### src/rtl/zrg_pkg.sv
// Shared types and constants for the zone request generator.
// No dependencies; imported by zrg_update, zone_request_generator and the testbench.
`timescale 1ns / 1ps
`default_nettype none

package zrg_pkg;

  localparam int ZONES_DEFAULT = 64;

  // configuration port
  localparam int CFG_IDX_W = 1;
  localparam int CFG_W     = 7;
  localparam logic [CFG_IDX_W-1:0] REG_UNITS_IMPERIAL = 1'b0;
  localparam logic [CFG_IDX_W-1:0] REG_ACTIVE_ZONES   = 1'b1;
  localparam logic [6:0] ACTIVE_ZONES_RESET = 7'd64;

  // timing and level thresholds (ms, 0.1 %)
  localparam logic [15:0] PRESS_PERSIST_MS = 16'd60000;
  localparam logic [15:0] SUPPRESS_MS      = 16'd60000;
  localparam logic [16:0] TEMP_PERSIST_MS  = 17'd120000;
  localparam logic [9:0]  ON_LEVEL         = 10'd950;
  localparam logic [9:0]  OFF_LEVEL        = 10'd850;

  // temperature excess thresholds, 0.01 degree
  localparam logic signed [16:0] HIGH_C = 17'sd300;
  localparam logic signed [16:0] MED_C  = 17'sd200;
  localparam logic signed [16:0] HIGH_F = 17'sd500;
  localparam logic signed [16:0] MED_F  = 17'sd300;

  // request levels
  localparam logic [1:0] REQ_NONE = 2'd0;
  localparam logic [1:0] REQ_ONE  = 2'd1;
  localparam logic [1:0] REQ_TWO  = 2'd2;
  localparam logic [1:0] REQ_THREE = 2'd3;

  // one memory word per zone
  typedef struct packed {
    logic [15:0] press_high_timer;
    logic [15:0] press_med_timer;
    logic [1:0]  press_last_request;
    logic [16:0] temp_high_timer;
    logic [16:0] temp_med_timer;
    logic [15:0] suppress_timer;
    logic [1:0]  temp_last_request;
  } zone_state_t;

  typedef struct packed {
    logic [15:0] zone_temp;
    logic [15:0] cooling_setpoint;
    logic [9:0]  cooling_demand;
    logic [15:0] airflow;
    logic [15:0] airflow_setpoint;
    logic [9:0]  damper_command;
    logic [15:0] elapsed_ms;
  } sample_t;

  typedef struct packed {
    logic [1:0] pressure_requests;
    logic [1:0] cooling_requests;
  } requests_t;

endpackage

`default_nettype wire

### src/rtl/zrg_update.sv
// Per-zone state update: next timers and last requests plus request counts.
// Purely combinational; uses zrg_pkg types and thresholds.
`timescale 1ns / 1ps
`default_nettype none

module zrg_update (
  input  wire logic              units_imperial,
  input  wire zrg_pkg::sample_t  sample,
  input  wire zrg_pkg::zone_state_t cur,
  output zrg_pkg::zone_state_t   nxt,
  output zrg_pkg::requests_t     req
);
  import zrg_pkg::*;

  logic        open_wide;
  logic        low50;
  logic        low70;
  logic [19:0] flow_x10;
  logic [19:0] sp_x7;
  logic [16:0] ph_sum;
  logic [16:0] pm_sum;
  logic [15:0] ph_sat;
  logic [15:0] pm_sat;
  logic [15:0] ph_new;
  logic [15:0] pm_new;

  logic signed [16:0] diff;
  logic signed [16:0] high_lvl;
  logic signed [16:0] med_lvl;
  logic [16:0] st_sum;
  logic [15:0] st_new;
  logic [17:0] th_sum;
  logic [17:0] tm_sum;
  logic [16:0] th_sat;
  logic [16:0] tm_sat;

  assign open_wide = sample.damper_command >= ON_LEVEL;
  assign low50     = {sample.airflow, 1'b0} < {1'b0, sample.airflow_setpoint};
  assign flow_x10  = 20'(sample.airflow) * 20'd10;
  assign sp_x7     = 20'(sample.airflow_setpoint) * 20'd7;
  assign low70     = flow_x10 < sp_x7;

  assign ph_sum = {1'b0, cur.press_high_timer} + {1'b0, sample.elapsed_ms};
  assign pm_sum = {1'b0, cur.press_med_timer} + {1'b0, sample.elapsed_ms};
  assign ph_sat = ph_sum[16] ? 16'hFFFF : ph_sum[15:0];
  assign pm_sat = pm_sum[16] ? 16'hFFFF : pm_sum[15:0];
  assign ph_new = (open_wide && low50) ? ph_sat : 16'd0;
  assign pm_new = (open_wide && low70) ? pm_sat : 16'd0;

  assign diff = $signed({sample.zone_temp[15], sample.zone_temp})
              - $signed({sample.cooling_setpoint[15], sample.cooling_setpoint});
  assign high_lvl = units_imperial ? HIGH_F : HIGH_C;
  assign med_lvl  = units_imperial ? MED_F : MED_C;

  // suppression timer only advances until it reaches its cap
  assign st_sum = {1'b0, cur.suppress_timer} + {1'b0, sample.elapsed_ms};
  assign st_new = (cur.suppress_timer >= SUPPRESS_MS) ? cur.suppress_timer :
                  (st_sum > {1'b0, SUPPRESS_MS}) ? SUPPRESS_MS : st_sum[15:0];

  assign th_sum = {1'b0, cur.temp_high_timer} + 18'(sample.elapsed_ms);
  assign tm_sum = {1'b0, cur.temp_med_timer} + 18'(sample.elapsed_ms);
  assign th_sat = th_sum[17] ? 17'h1FFFF : th_sum[16:0];
  assign tm_sat = tm_sum[17] ? 17'h1FFFF : tm_sum[16:0];

  always_comb begin
    nxt = cur;
    req = '0;

    // static pressure
    if (sample.airflow_setpoint == 16'd0) begin
      nxt.press_high_timer   = 16'd0;
      nxt.press_med_timer    = 16'd0;
      nxt.press_last_request = REQ_NONE;
      req.pressure_requests  = REQ_NONE;
    end else begin
      nxt.press_high_timer = ph_new;
      if (ph_new >= PRESS_PERSIST_MS) begin
        nxt.press_med_timer    = 16'd0;
        nxt.press_last_request = REQ_THREE;
        req.pressure_requests  = REQ_THREE;
      end else begin
        nxt.press_med_timer = pm_new;
        if (pm_new >= PRESS_PERSIST_MS) begin
          nxt.press_last_request = REQ_TWO;
          req.pressure_requests  = REQ_TWO;
        end else if (open_wide) begin
          nxt.press_last_request = REQ_ONE;
          req.pressure_requests  = REQ_ONE;
        end else if (cur.press_last_request == REQ_ONE &&
                     sample.damper_command >= OFF_LEVEL) begin
          req.pressure_requests = REQ_ONE;
        end else begin
          nxt.press_last_request = REQ_NONE;
          req.pressure_requests  = REQ_NONE;
        end
      end
    end

    // cooling
    nxt.suppress_timer  = st_new;
    nxt.temp_high_timer = 17'd0;
    nxt.temp_med_timer  = 17'd0;
    if (st_new >= SUPPRESS_MS) begin
      if (diff >= high_lvl) begin
        nxt.temp_high_timer = th_sat;
      end else if (diff >= med_lvl) begin
        nxt.temp_med_timer = tm_sat;
      end
    end

    if (nxt.temp_high_timer >= TEMP_PERSIST_MS) begin
      nxt.temp_last_request = REQ_THREE;
      req.cooling_requests  = REQ_THREE;
    end else if (nxt.temp_med_timer >= TEMP_PERSIST_MS) begin
      nxt.temp_last_request = REQ_TWO;
      req.cooling_requests  = REQ_TWO;
    end else if (sample.cooling_demand >= ON_LEVEL) begin
      nxt.temp_last_request = REQ_ONE;
      req.cooling_requests  = REQ_ONE;
    end else if (cur.temp_last_request == REQ_ONE &&
                 sample.cooling_demand >= OFF_LEVEL) begin
      req.cooling_requests = REQ_ONE;
    end else begin
      nxt.temp_last_request = REQ_NONE;
      req.cooling_requests  = REQ_NONE;
    end
  end

endmodule

`default_nettype wire

### config.mk
export PLATFORM = sky130hd
export DESIGN_NAME = zrg_update
export DESIGN_NICKNAME = d
export VERILOG_FILES = /design/src/rtl/zrg_pkg.sv /design/src/rtl/zrg_update.sv
export SDC_FILE = /design/constraint.sdc
export NUM_CORES = 1
export LEC_CHECK = 0
export ABC_AREA = 1
export BUFFER_PORTS_ARGS = -buffer_cell sky130_fd_sc_hd__buf_2
export CAP_MARGIN = 20
export CORE_MARGIN = 3
export CORE_UTILIZATION = 45
export DETAILED_ROUTE_END_ITERATION = 8
export PLACE_DENSITY_LB_ADDON = 0.1
export SKIP_LAST_GASP = 1
export SYNTH_ARGS = -nofsm -noshare
export SYNTH_HDL_FRONTEND = slang
export SYNTH_SLANG_ARGS = --single-unit
### constraint.sdc
create_clock -name vclk -period 8.3
set_clock_uncertainty 0.1 [all_clocks]
set_input_delay 0.415 -clock vclk [all_inputs]
set_output_delay 0.415 -clock vclk [all_outputs]
set_load 0.005 [all_outputs]
==> Word level (Yosys, flattened, before mapping) <==
Cells that the tools add are included.
{ "totals": {"regBits": 0, "latch_bits": 0, "mem_bits_rw": 0, "romBits": 0, "in_bits": 187, "out_inout_bits": 90, "word_cells": 62, "memories": 0} }
{ "classes": {"n_addsub": 6, "multipliers": 2, "div": 0, "order_cmp": 15, "n_eq_ne": 2, "shifts": 0, "mux": 32, "n_bitwise": 0, "n_reduce_logical": 5} }
{ "ops": {"columns": ["op", "n"], "rows": [
  ["2-to-1 mux 16 bit", 6],
  ["2-to-1 mux 17 bit", 5],
  ["2-to-1 mux 34 bit", 2],
  [">= comparator 16 bit, second input constant", 4],
  ["adder 16 x 16 -> 17 bit", 3],
  [">= comparator 10 bit, second input constant", 4],
  ["multiplier 16 x 3 -> 19 bit, second input constant", 2],
  ["adder 17 x 16 -> 18 bit", 2],
  [">= comparator 17 x 10 -> 1 bit", 2],
  [">= comparator 17 bit, second input constant", 2],
  ["2-to-1 mux 2 bit", 12],
  ["less-than comparator 20 x 19 -> 1 bit", 1],
  ["2-to-1 mux 18 bit", 1],
  ["> comparator 17 x 16 -> 1 bit, second input constant", 1],
  ["less-than comparator 17 x 16 -> 1 bit", 1],
  ["subtractor 16 x 16 -> 17 bit", 1],
  ["zero test 16 bit", 1],
  ["2-to-1 mux 9 bit", 1],
  ["2-to-1 mux 8 bit", 1],
  ["== test 2 x 1 -> 1 bit, second input constant", 2],
  ["logical AND 1 bit", 4],
  ["2-to-1 mux 1 bit", 4]
]} }

==> Depth between registers and ports, before layout <==
Gate-level depths: netlist (run 1).
{ "logic_depth": {"ltp_word": 9, "mapped_depth": 30, "depth_no_buf": 30} }

==> Worst setup path before layout (run 1) <==
Ideal clock, no wire load.
{ "synth_path": {"path_type": "input -> output", "start": "in sample[26] (netlist name)", "end": "out nxt[52] (netlist name)", "arrival_time_ns": 4.179, "required_time_ns": 7.785, "path_slack_ns": 3.606, "stages": 28, "path_buffers": 0, "path_cell_list": "fa_1 -> ha_1 -> fa_1 -> nand3_1 -> nand3_1 -> a21oi_1 -> o21ai_0 -> nand2_1 -> nand2_1 -> a21oi_1 -> inv_1 -> a21oi_1 -> o21ai_0 -> a21oi_1 -> o21ai_0 -> xor2_1 -> ha_1 -> nand4_1 -> o221ai_1 -> nand3_1 -> nand2_1 -> nand2_1 -> nand3_1 -> inv_1 -> and3_1 -> nand3_1 -> nand2_1 -> a21oi_1"} }
{ "synth_rtl": {"columns": ["item", "line", "text"], "rows": [
  ["start: declaration", "zrg_update.sv:8", "input wire zrg_pkg::sample_t sample,"],
  ["end: declaration", "zrg_update.sv:10", "output zrg_pkg::zone_state_t nxt,"]
]} }

==> summary.md, run 1 <==
| Metric | Value |
|---|---|
| Status | completed |
| Setup TNS Final | 0 ns |
| Critical path required time | between 7 and 8 ns |
| Layout clock buffers | 0 |
| Fillers | 2000 |
| Worst vdd ir | about 0.035 mV |
| P_leak | around 0.0063 uW |
| Remaining DRCs | 0 |
| Vias in the first global route | around 9500 |
| Relative slew slack | 0.402 |
| Hpwl dp | around 24 mm |
| Number of setup buffers added after CTS | 0 |
| Synth Area in Adders | 0.318 |
| CP Max Fanout | 11 |
| Fin crit period | ~5.9 ns |
| Slew Limit Fails | 0 |
| Routed WL per cell | around 14 um |
| Post-synthesis simple-gate area fraction | 0.299 |
| Critical path's largest stage delay | 0.53 ns |
| Global route overflow | 0 |
| Element type at the critical path start | input pin |
| Netlist cell types | 62 |
| I/O pin total | around 280 |
| Final-report setup violation count | 0 |
| CP max stage cell | nor2_1 |
| Ranking of synthesized cells by area | ha_1 (27%), nand2_1 (12%), inv_1 (9.1%) |
| Mapped Nets | about 1800 |
| # port buffers | about 280 |
| Final Cycle Share | 0.706 |
| Post-Synth XOR/XNOR Area | 0.0788 |
| Core area | roughly 0.019 mm2 |
| Commonest cells in the netlist | nand2_1 (287), inv_1 (217), ha_1 (191) |
| Critical Path AT | 5.35 ns |
| Post-CTS Resized | 0 |
| RSZ-0062 raised after global routing | no |
| Fin nets | between 2000 and 2500 |
| Seq/Total Area, Yosys | 0 |
| Achievable Freq | around 170 MHz |
| Worst min-delay path class | input pin to output port |
| Initial antenna violation count | 11 |
| Gpl congestion | between 0.9 and 1 |
| Syn Area/Cell | 6.27 um2 |
| Area leader, netlist | ha_1 |
| First-pass GRT wire length | between 40 and 50 mm |
| Largest family of logic cells by synthesized area | adder cells |
| Pre-Repair DR Iteration Count | 5 |
| Worst Setup Path Type | input pin to output port |
| Die height | about 150 um |
| Delay-heaviest family, CP | simple AND/OR/NAND/NOR gates |
| Worst Setup End Kind | output port |
| Pin count of the biggest net entering global routing | 17 |
| Syn-to-layout area delta | 18.5% |
| Share of the synthesized area in the top cell type | 0.267 |
| Compound-Gate Fraction of Synth Area | 0.197 |
| Final hold viol count | 0 |
| Drt total wl | between 20 and 30 mm |
| Synth Warn # | 0 |
| Power Dens Cells | ~86 mW/mm2 |
| Reg area | 0 um2 |
| Hold buffers post-CTS | 0 |
| Routed vias/inst | just over 5 |
| Maxcap violations | 0 |
| Area occupied by multi-input gates | 0.00800 mm2 |
| Synthesized instance count | ~1400 |
| Worst Max-Slew Pin Slew | roughly 0.89 ns |
| Core Rows | 50 |
| Post-Syn Area | a little under 0.009 mm2 |
| Worst Path Buf+Inv | 3 |
| Crit-path most repeated cell | nand2_1 |
| Antenna viol nets, final | 0 |
| Hold WS | slightly above 1 ns |
| Initial DRC count | 358 |
| Die X | around 150 um |
| DIE AREA | approximately 0.022 mm2 |
| FFs & Latches | 0 |
| Share of layout cells above drive strength 1 | 0.218 |
| Initial Util | 0.468 |
| Count leader, synth | nand2_1 |
| Via count | about 10000 |
| Tot GR Track Use | 0.239 |
| Post-synthesis mux area share | 0 |
==> cell usage in the layout (no fill, tap or decap), types with 14 or more instances in the layout <==
| cell | instances |
|---|---|
| fa_1 | 23 |
| xnor2_1 | 17 |
| nand2_2 | 15 |
| nor3_1 | 14 |
| xor2_1 | 58 |
| o21ai_0 | 52 |
| or2_2 | 19 |
| nand4_1 | 16 |
| a31oi_1 | 20 |
| inv_1 | 217 |
| nand3_1 | 79 |
| inv_2 | 17 |
| buf_2 | 275 |
| a21oi_1 | 146 |
| nand2_1 | 287 |
| ha_1 | 191 |
| nor2_1 | 120 |
==> kinds of logic (layout without fill, tap and decap cells) <==
group	after synthesis	after routing
simple gates	595	595
compound gates	295	295
buf+inv	245	511
fa+ha+maj	214	214
xor+xnor	78	78
other cells	0	5
==> stage by stage <==
stage               power [uW]  cell area [um2]  cells   util  worst slack (ns)
finish                     908            10600   1958  0.554              2.44
global route              1040            10600   1958  0.554              1.91
CTS                        910            10600   1953  0.553              2.47
detailed placement         903            10600   1953  0.553              2.50
global placement           890            10600   1953  0.553              2.55
floorplan                  663             8950   1427      -              3.61
==> where the power goes <==
| group | switching [uW] | internal (uW) |
|---|---|---|
| combinational | 541 | 367 |
| clock | 0 | 0.0000806 |
| sequential | 0 | 0 |
==> path summary, 6_finish.rpt <==
check | start | slack [ns] | to | depth (start not counted)
setup / recovery | sample[26] | 2.44 | nxt[57] | 28
hold / removal | cur[2] | 1.04 | nxt[2] | 4
==> final cells by class <==
cell class | instances | share of cell area
multi-input cells | 1182 | 0.754
repair buffers | 276 | 0.131
inverters | 235 | 0.0832
well taps | 260 | 0.0307
diodes | 5 | 0.00118
==> tightest hold or removal path, stage by stage <==
cell and delay (ns):
buf_2 0.10, nand2_1 0.05, o21ai_0 0.05, buf_2 0.11
==> metal layers <==
layer  global-route usage  vias to the layer above  part of all wire
li1                     -                     5308                 -
met1                0.317                     4368              0.45
met2                0.409                      288              0.44
met3               0.0395                       50             0.071
met4               0.0541                       12             0.030
met5                    0                        -            0.0025
Power figures use the tool's default switching activity.
==> run 2, diff against run 1 <==
==> constraint.sdc (replaced) <==
create_clock -name vclk -period 4.8
set_clock_uncertainty 0.1 [all_clocks]
set_input_delay 0.24 -clock vclk [all_inputs]
set_output_delay 0.24 -clock vclk [all_outputs]
set_load 0.005 [all_outputs]
==> summary.md, run 2 (same netlist as run 1, synthesis figures left out) <==
| Metric | Value |
|---|---|
| Fin crit period | 4.61 ns |
| Commonest non-fill, non-tap cell in the layout | nand2_1 |
| DIE AREA | 0.0216 mm2 (unchanged) |
| Slew Limit Fails | 0 (unchanged) |
| Worst Setup EP | req[2] |
| Gpl congestion | 0.929 (+0.38%) |
| Hpwl dp | 24.8 mm (+2.5%) |
| Non-Filler Instances | 1980 (+1.1%) |
| Final-report setup violation count | 0 (unchanged) |
| Final Cycle Share | 0.960 |
| Most frequent cells in the layout | nand2_1 (282), buf_2 (273), inv_1 (215), ha_1 (188), a21oi_1 (128) |
| Remaining DRCs | 0 (unchanged) |
| # port buffers | 275 (unchanged) |
| FFs & Latches | 0 (unchanged) |
| Core area | 0.0191 mm2 (unchanged) |
| Global route overflow | 0 (unchanged) |
| RSZ-0062 raised after global routing | yes |
| Total power | 1700 uW (+87%) |
| Placed insts | 1975 (+1.1%) |
| Die X | 147 um (unchanged) |
| Worst Setup Path Type | input pin to output port |
| Hold buffers post-CTS | 0 (unchanged) |
| Via count | 10200 (+1.5%) |
| Worst Setup End Kind | output port |
| Power Dens Cells | 155 mW/mm2 (+81%) |
| Tot GR Track Use | 0.248 (+0.00896) |
| Syn-to-layout area delta | 22.7% |
| Vias in the first global route | 9611 (+0.88%) |
| Area occupied by multi-input gates | 0.00819 mm2 (+2.4%) |
| Initial DRC count | 424 (+18%) |
| Reg area | 0 um2 (unchanged) |
| CP max stage cell | fa_1 |
| Worst vdd ir | 0.0731 mV (+110%) |
| Core Rows | 50 (unchanged) |
| CP Max Fanout | 3 (-8) |
| Share of layout cells above drive strength 1 | 0.255 (+0.0367) |
| First-pass GRT wire length | 45.6 mm (+3.3%) |
| Maxcap violations | 0 (unchanged) |
| Final hold viol count | 0 (unchanged) |
| Initial antenna violation count | 12 (+1) |
| I/O pin total | 277 (unchanged) |
| Achievable Freq | about 220 MHz |
| P_leak | 0.00641 uW (+2.2%) |
| Fillers | 1996 (-0.20%) |
| Critical path launch point | sample[28] |
| Worst min-delay path class | input pin to output port |
| Relative slew slack | 0.415 (+0.0130) |
| Fin nets | 2119 (+1.1%) |
| Initial Util | 0.468 (unchanged) |
| Routed WL per cell | 14.4 um (+2.9%) |
| Drt total wl | 28.6 mm (+4.1%) |
| Layout clock buffers | 0 (unchanged) |
| Element type at the critical path start | input pin |
| Pre-Repair DR Iteration Count | 5 (unchanged) |
| Antenna viol nets, final | 0 (unchanged) |
| Status | completed |
| Hold Crit Depth | 4 (unchanged) |
| Worst Max-Slew Pin Slew | 0.855 ns (-0.0356 ns) |
| Critical Path AT | 4.27 ns (-1.08 ns) |
| Routed vias/inst | 5.14 (+0.36%) |
| Critical path required time | 4.46 ns (-3.33 ns) |
| Pin count of the biggest net entering global routing | 17 (unchanged) |
| Critical path's largest stage delay | 0.48 ns (-0.05 ns) |
| Die height | 147 um (unchanged) |
run 2: cell types whose count changed in the layout (fill, tap and decap cells not counted), sizes merged:
cell / delta
diode: -1
buf: +23
run 2: layer usage:
metal | GRT usage | vias up | wire length [um]
met5 | 0 | - | 91
met2 | 0.434 | 257 | 13300
li1 | - | 5355 | -
met4 | 0.0387 | 16 | 500
met3 | 0.0386 | 45 | 1670
met1 | 0.329 | 4502 | 12900
run 2: stage by stage:
stage / setup WS, ns / TNS (ns) / hold slack, ns / util / cell area (um2)
6_report: 0.192 / 0 / 0.691 / 0.574 / 11000
5_1_grt: -0.111 / -0.266 / 0.727 / 0.574 / 11000
4_1_cts: 0.00293 / 0 / 0.696 / 0.563 / 10800
3_5_place_dp: -0.0796 / -0.253 / 0.696 / 0.562 / 10800
3_3_place_gp: -0.0245 / -0.0394 / 0.693 / 0.562 / 10800
2_1_floorplan: 0.456 / 0 / 0.485 / - / 8950
run 2: area by class of cell:
cell class / count / share of cell area
Inverter: 235 / 0.0803
Multi-Input combinational cell: 1182 / 0.746
Tap cell: 260 / 0.0296
Timing Repair Buffer: 299 / 0.143
Antenna cell: 4 / 0.000911
run 2: worst min-delay path by stage:
stage / from / end / slack, ns
2_1_floorplan: cur[9] / nxt[9] / 0.48
3_3_place_gp: cur[6] / nxt[6] / 0.69
3_5_place_dp: cur[2] / nxt[2] / 0.70
4_1_cts: cur[2] / nxt[2] / 0.70
5_1_grt: cur[2] / nxt[2] / 0.73
6_report: cur[2] / nxt[2] / 0.69
run 2: what timing repair did:
action,4_1_cts,5_1_grt
gates resized for setup,6,54
endpoints found under the setup margin,5,20
pin swaps,1,22
buffers inserted,0,1
run 2: where the power goes:
group | total [uW] | switching, uW | internal [uW]
Clock | 0.000112 | 0 | 0.000111
Sequential | 0 | 0 | 0
Combinational | 1700 | 994 | 707
Total | 1700 | 994 | 707
run 2: critical path: cells and delay by family:
| kind | cells | cell delay [ns] |
|---|---|---|
| buf+inv | 4 | 0.46 |
| fa+ha+maj | 4 | 1.29 |
| xor+xnor | 1 | 0.14 |
| simple gates | 15 | 1.39 |
| compound gates | 7 | 0.73 |
==> run 3, diff against run 2 <==
--- a/config.mk
+++ b/config.mk
@@ -5,7 +5,6 @@
 export SDC_FILE = /design/constraint.sdc
 export NUM_CORES = 1
 export LEC_CHECK = 0
-export ABC_AREA = 1
 export BUFFER_PORTS_ARGS = -buffer_cell sky130_fd_sc_hd__buf_2
 export CAP_MARGIN = 20
 export CORE_MARGIN = 3
==> summary.md, run 3 <==
| Metric | Value |
|---|---|
| Ranking of synthesized cells by area | ha_1 (28%), a21oi_1 (8.3%), fa_1 (5.4%) |
| Pin count of the biggest net entering global routing | 17 (unchanged) |
| Fin crit period | 5.26 ns (+0.654 ns) |
| Post-place setup slack | -0.513 ns (-0.433 ns) |
| Tot GR Track Use | 0.258 (+0.00927) |
| P_leak | 0.00558 uW (-13%) |
| Drt total wl | 28.7 mm (+0.61%) |
| Die height | 143 um (-2.5%) |
| Failing checks | setup timing |
| Most frequent cells in the layout | buf_2 (271), ha_1 (190), a21oi_1 (120), inv_1 (90), nor2_1 (81) |
| Synth Warn # | 0 (unchanged) |
| Hpwl dp | 24.7 mm (-0.50%) |
| Worst Setup EP | nxt[68] |
| Global route overflow | 0 (unchanged) |
| Gpl congestion | 0.931 (+0.22%) |
| Instance count on the critical path | 22 (-29%) |
| Worst min-delay path class | input pin to output port |
| FFs & Latches | 0 (unchanged) |
| Syn Area/Cell | 7.33 um2 (+17%) |
| Syn-to-layout area delta | 25.3% |
| Worst Path Buf+Inv | 4 (unchanged) |
| Area occupied by multi-input gates | 0.00823 mm2 (+0.41%) |
| First-pass GRT wire length | 43.4 mm (-4.8%) |
| Commonest non-fill, non-tap cell in the layout | buf_2 |
| Initial antenna violation count | 5 (-7) |
| CP max stage cell | fa_1 |
| Commonest cells in the netlist | ha_1 (191), a21oi_1 (141), inv_1 (90) |
| Crit-path most repeated cell | a21oi_2 |
| Antenna viol nets, final | 0 (unchanged) |
| Routed vias/inst | 5.69 (+11%) |
| Mapped Nets | 1560 (-15%) |
| Share of the synthesized area in the top cell type | 0.281 (+0.0143) |
| Pre-Repair DR Iteration Count | 4 (-1) |
| Delay-heaviest family, CP | compound AO/OA/AOI/OAI gates |
| Final-report setup violation count | 20 (+20) |
| Share of layout cells above drive strength 1 | 0.262 (+0.00713) |
| Area leader, netlist | ha_1 |
| Initial Util | 0.465 (-0.00251) |
| Final Cycle Share | 1.10 (+0.136) |
| I/O pin total | 277 (unchanged) |
| Hold WS | 0.670 ns (-0.0205 ns) |
| Vias in the first global route | 8886 (-7.5%) |
| Hold buffers post-CTS | 0 (unchanged) |
| Element type at the critical path start | input pin |
| Routed WL per cell | 16.9 um (+17%) |
| # port buffers | 275 (unchanged) |
| Setup ws final | -0.461 ns (-0.654 ns) |
| Count leader, synth | ha_1 |
| DIE AREA | 0.0206 mm2 (-4.9%) |
| Slew Limit Fails | 0 (unchanged) |
| Remaining DRCs | 0 (unchanged) |
| Achievable Freq | 190 MHz (-12%) |
| Via count | 9661 (-5.1%) |
| Initial DRC count | 421 (-0.71%) |
| Layout clock buffers | 0 (unchanged) |
| Post-Syn Area | 0.00850 mm2 (-5.1%) |
| Fin nets | 1866 (-12%) |
| Worst vdd ir | 0.0812 mV (+11%) |
| Netlist cell types | 82 (+32%) |
| Worst path cell trace | buf_6, fa_1, ha_1, a21o_1, a21oi_2, o21bai_1, a21o_1, a21oi_2, o21ai_1, o211ai_1, inv_1, a311o_1, a21oi_2, xor2_1, ha_1, a21o_1, a2111oi_2, o211ai_1, or3b_4, clkbuf_16, a21oi_2, buf_2 |
| Final Util | 0.583 (+0.00927) |
| Critical path required time | 4.46 ns (about the same) |
| Reg area | 0 um2 (unchanged) |
| Die X | 143 um (-2.5%) |
| Maxcap violations | 0 (unchanged) |
| Power Dens Cells | 163 mW/mm2 (+5.0%) |
| Worst Setup Path Type | input pin to output port |
| CP Max Fanout | 8 (+5) |
| Critical Path AT | 4.92 ns (+0.65 ns) |
| Core Rows | 49 (-2.0%) |
| Seq/Total Area, Yosys | 0 (unchanged) |
| Worst Max-Slew Pin Slew | 0.888 ns (+0.0333 ns) |
| Placed insts | 1683 (-15%) |
| Fillers | 1789 (-10%) |
| Final hold viol count | 0 (unchanged) |
| Synthesized instance count | 1159 (-19%) |
| Setup TNS Final | -8.21 ns (-8.21 ns) |
| Worst Setup End Kind | output port |
| Status | finished with violations |
| Relative slew slack | 0.406 (-0.00968) |
| Core area | 0.0183 mm2 (-4.6%) |
| Non-Filler Instances | 1697 (-14%) |
| Critical path launch point | sample[29] |
| Critical path's largest stage delay | 0.58 ns (+0.10 ns) |
| RSZ-0062 raised after global routing | yes |
-- run 3: cell families after synthesis --
kind of cell | after synthesis | synth area share
compound gates | 417 | 0.320
xor+xnor | 90 | 0.0928
fa+ha+maj | 214 | 0.335
buf+inv | 108 | 0.0498
mux | 6 | 0.00722
simple gates | 324 | 0.195
-- run 3: timing repair --
| action | in CTS | in global routing |
|---|---|---|
| setup endpoints to repair | 20 | 40 |
| setup buffers | 6 | 2 |
| resized for setup | 16 | 17 |
| pin swaps | 14 | 5 |
| gates cloned | 0 | 1 |
-- run 3: report_power, final --
part           switching [uW]  internal (uW)  total, uW
sequential                  0              0          0
combinational             943            789       1730
clock                       0       0.000140   0.000140
-- run 3: stage by stage --
stage / area (um2) / total power, uW
floorplan: 8590 / 1150
global placement: 10400 / 1630
detailed placement: 10400 / 1660
CTS: 10500 / 1700
global route: 10600 / 1950
finish: 10700 / 1730
-- run 3: final cells by class --
type                       instances  area share
tap                              229      0.0269
multi-input combinational       1051       0.772
inverter                          90      0.0317
antenna                            5     0.00117
timing repair buffer             322       0.168
-- run 3: per-layer routing --
metal	vias up	GRT usage	share of wire
met5	-	0	0.00094
met4	4	0.0758	0.028
met3	49	0.0329	0.066
met2	303	0.460	0.48
met1	4372	0.323	0.43
li1	4933	-	-
-- run 3: worst min-delay path by stage --
| stage | from | endpoint | slack, ns | cells after the start |
|---|---|---|---|---|
| 2_1_floorplan | cur[7] | nxt[7] | 0.47 | 2 |
| 3_3_place_gp | cur[4] | nxt[4] | 0.67 | 4 |
| 3_5_place_dp | cur[6] | nxt[6] | 0.67 | 4 |
| 4_1_cts | cur[4] | nxt[4] | 0.67 | 4 |
| 5_1_grt | cur[4] | nxt[4] | 0.69 | 4 |
| 6_report | cur[4] | nxt[4] | 0.67 | 4 |
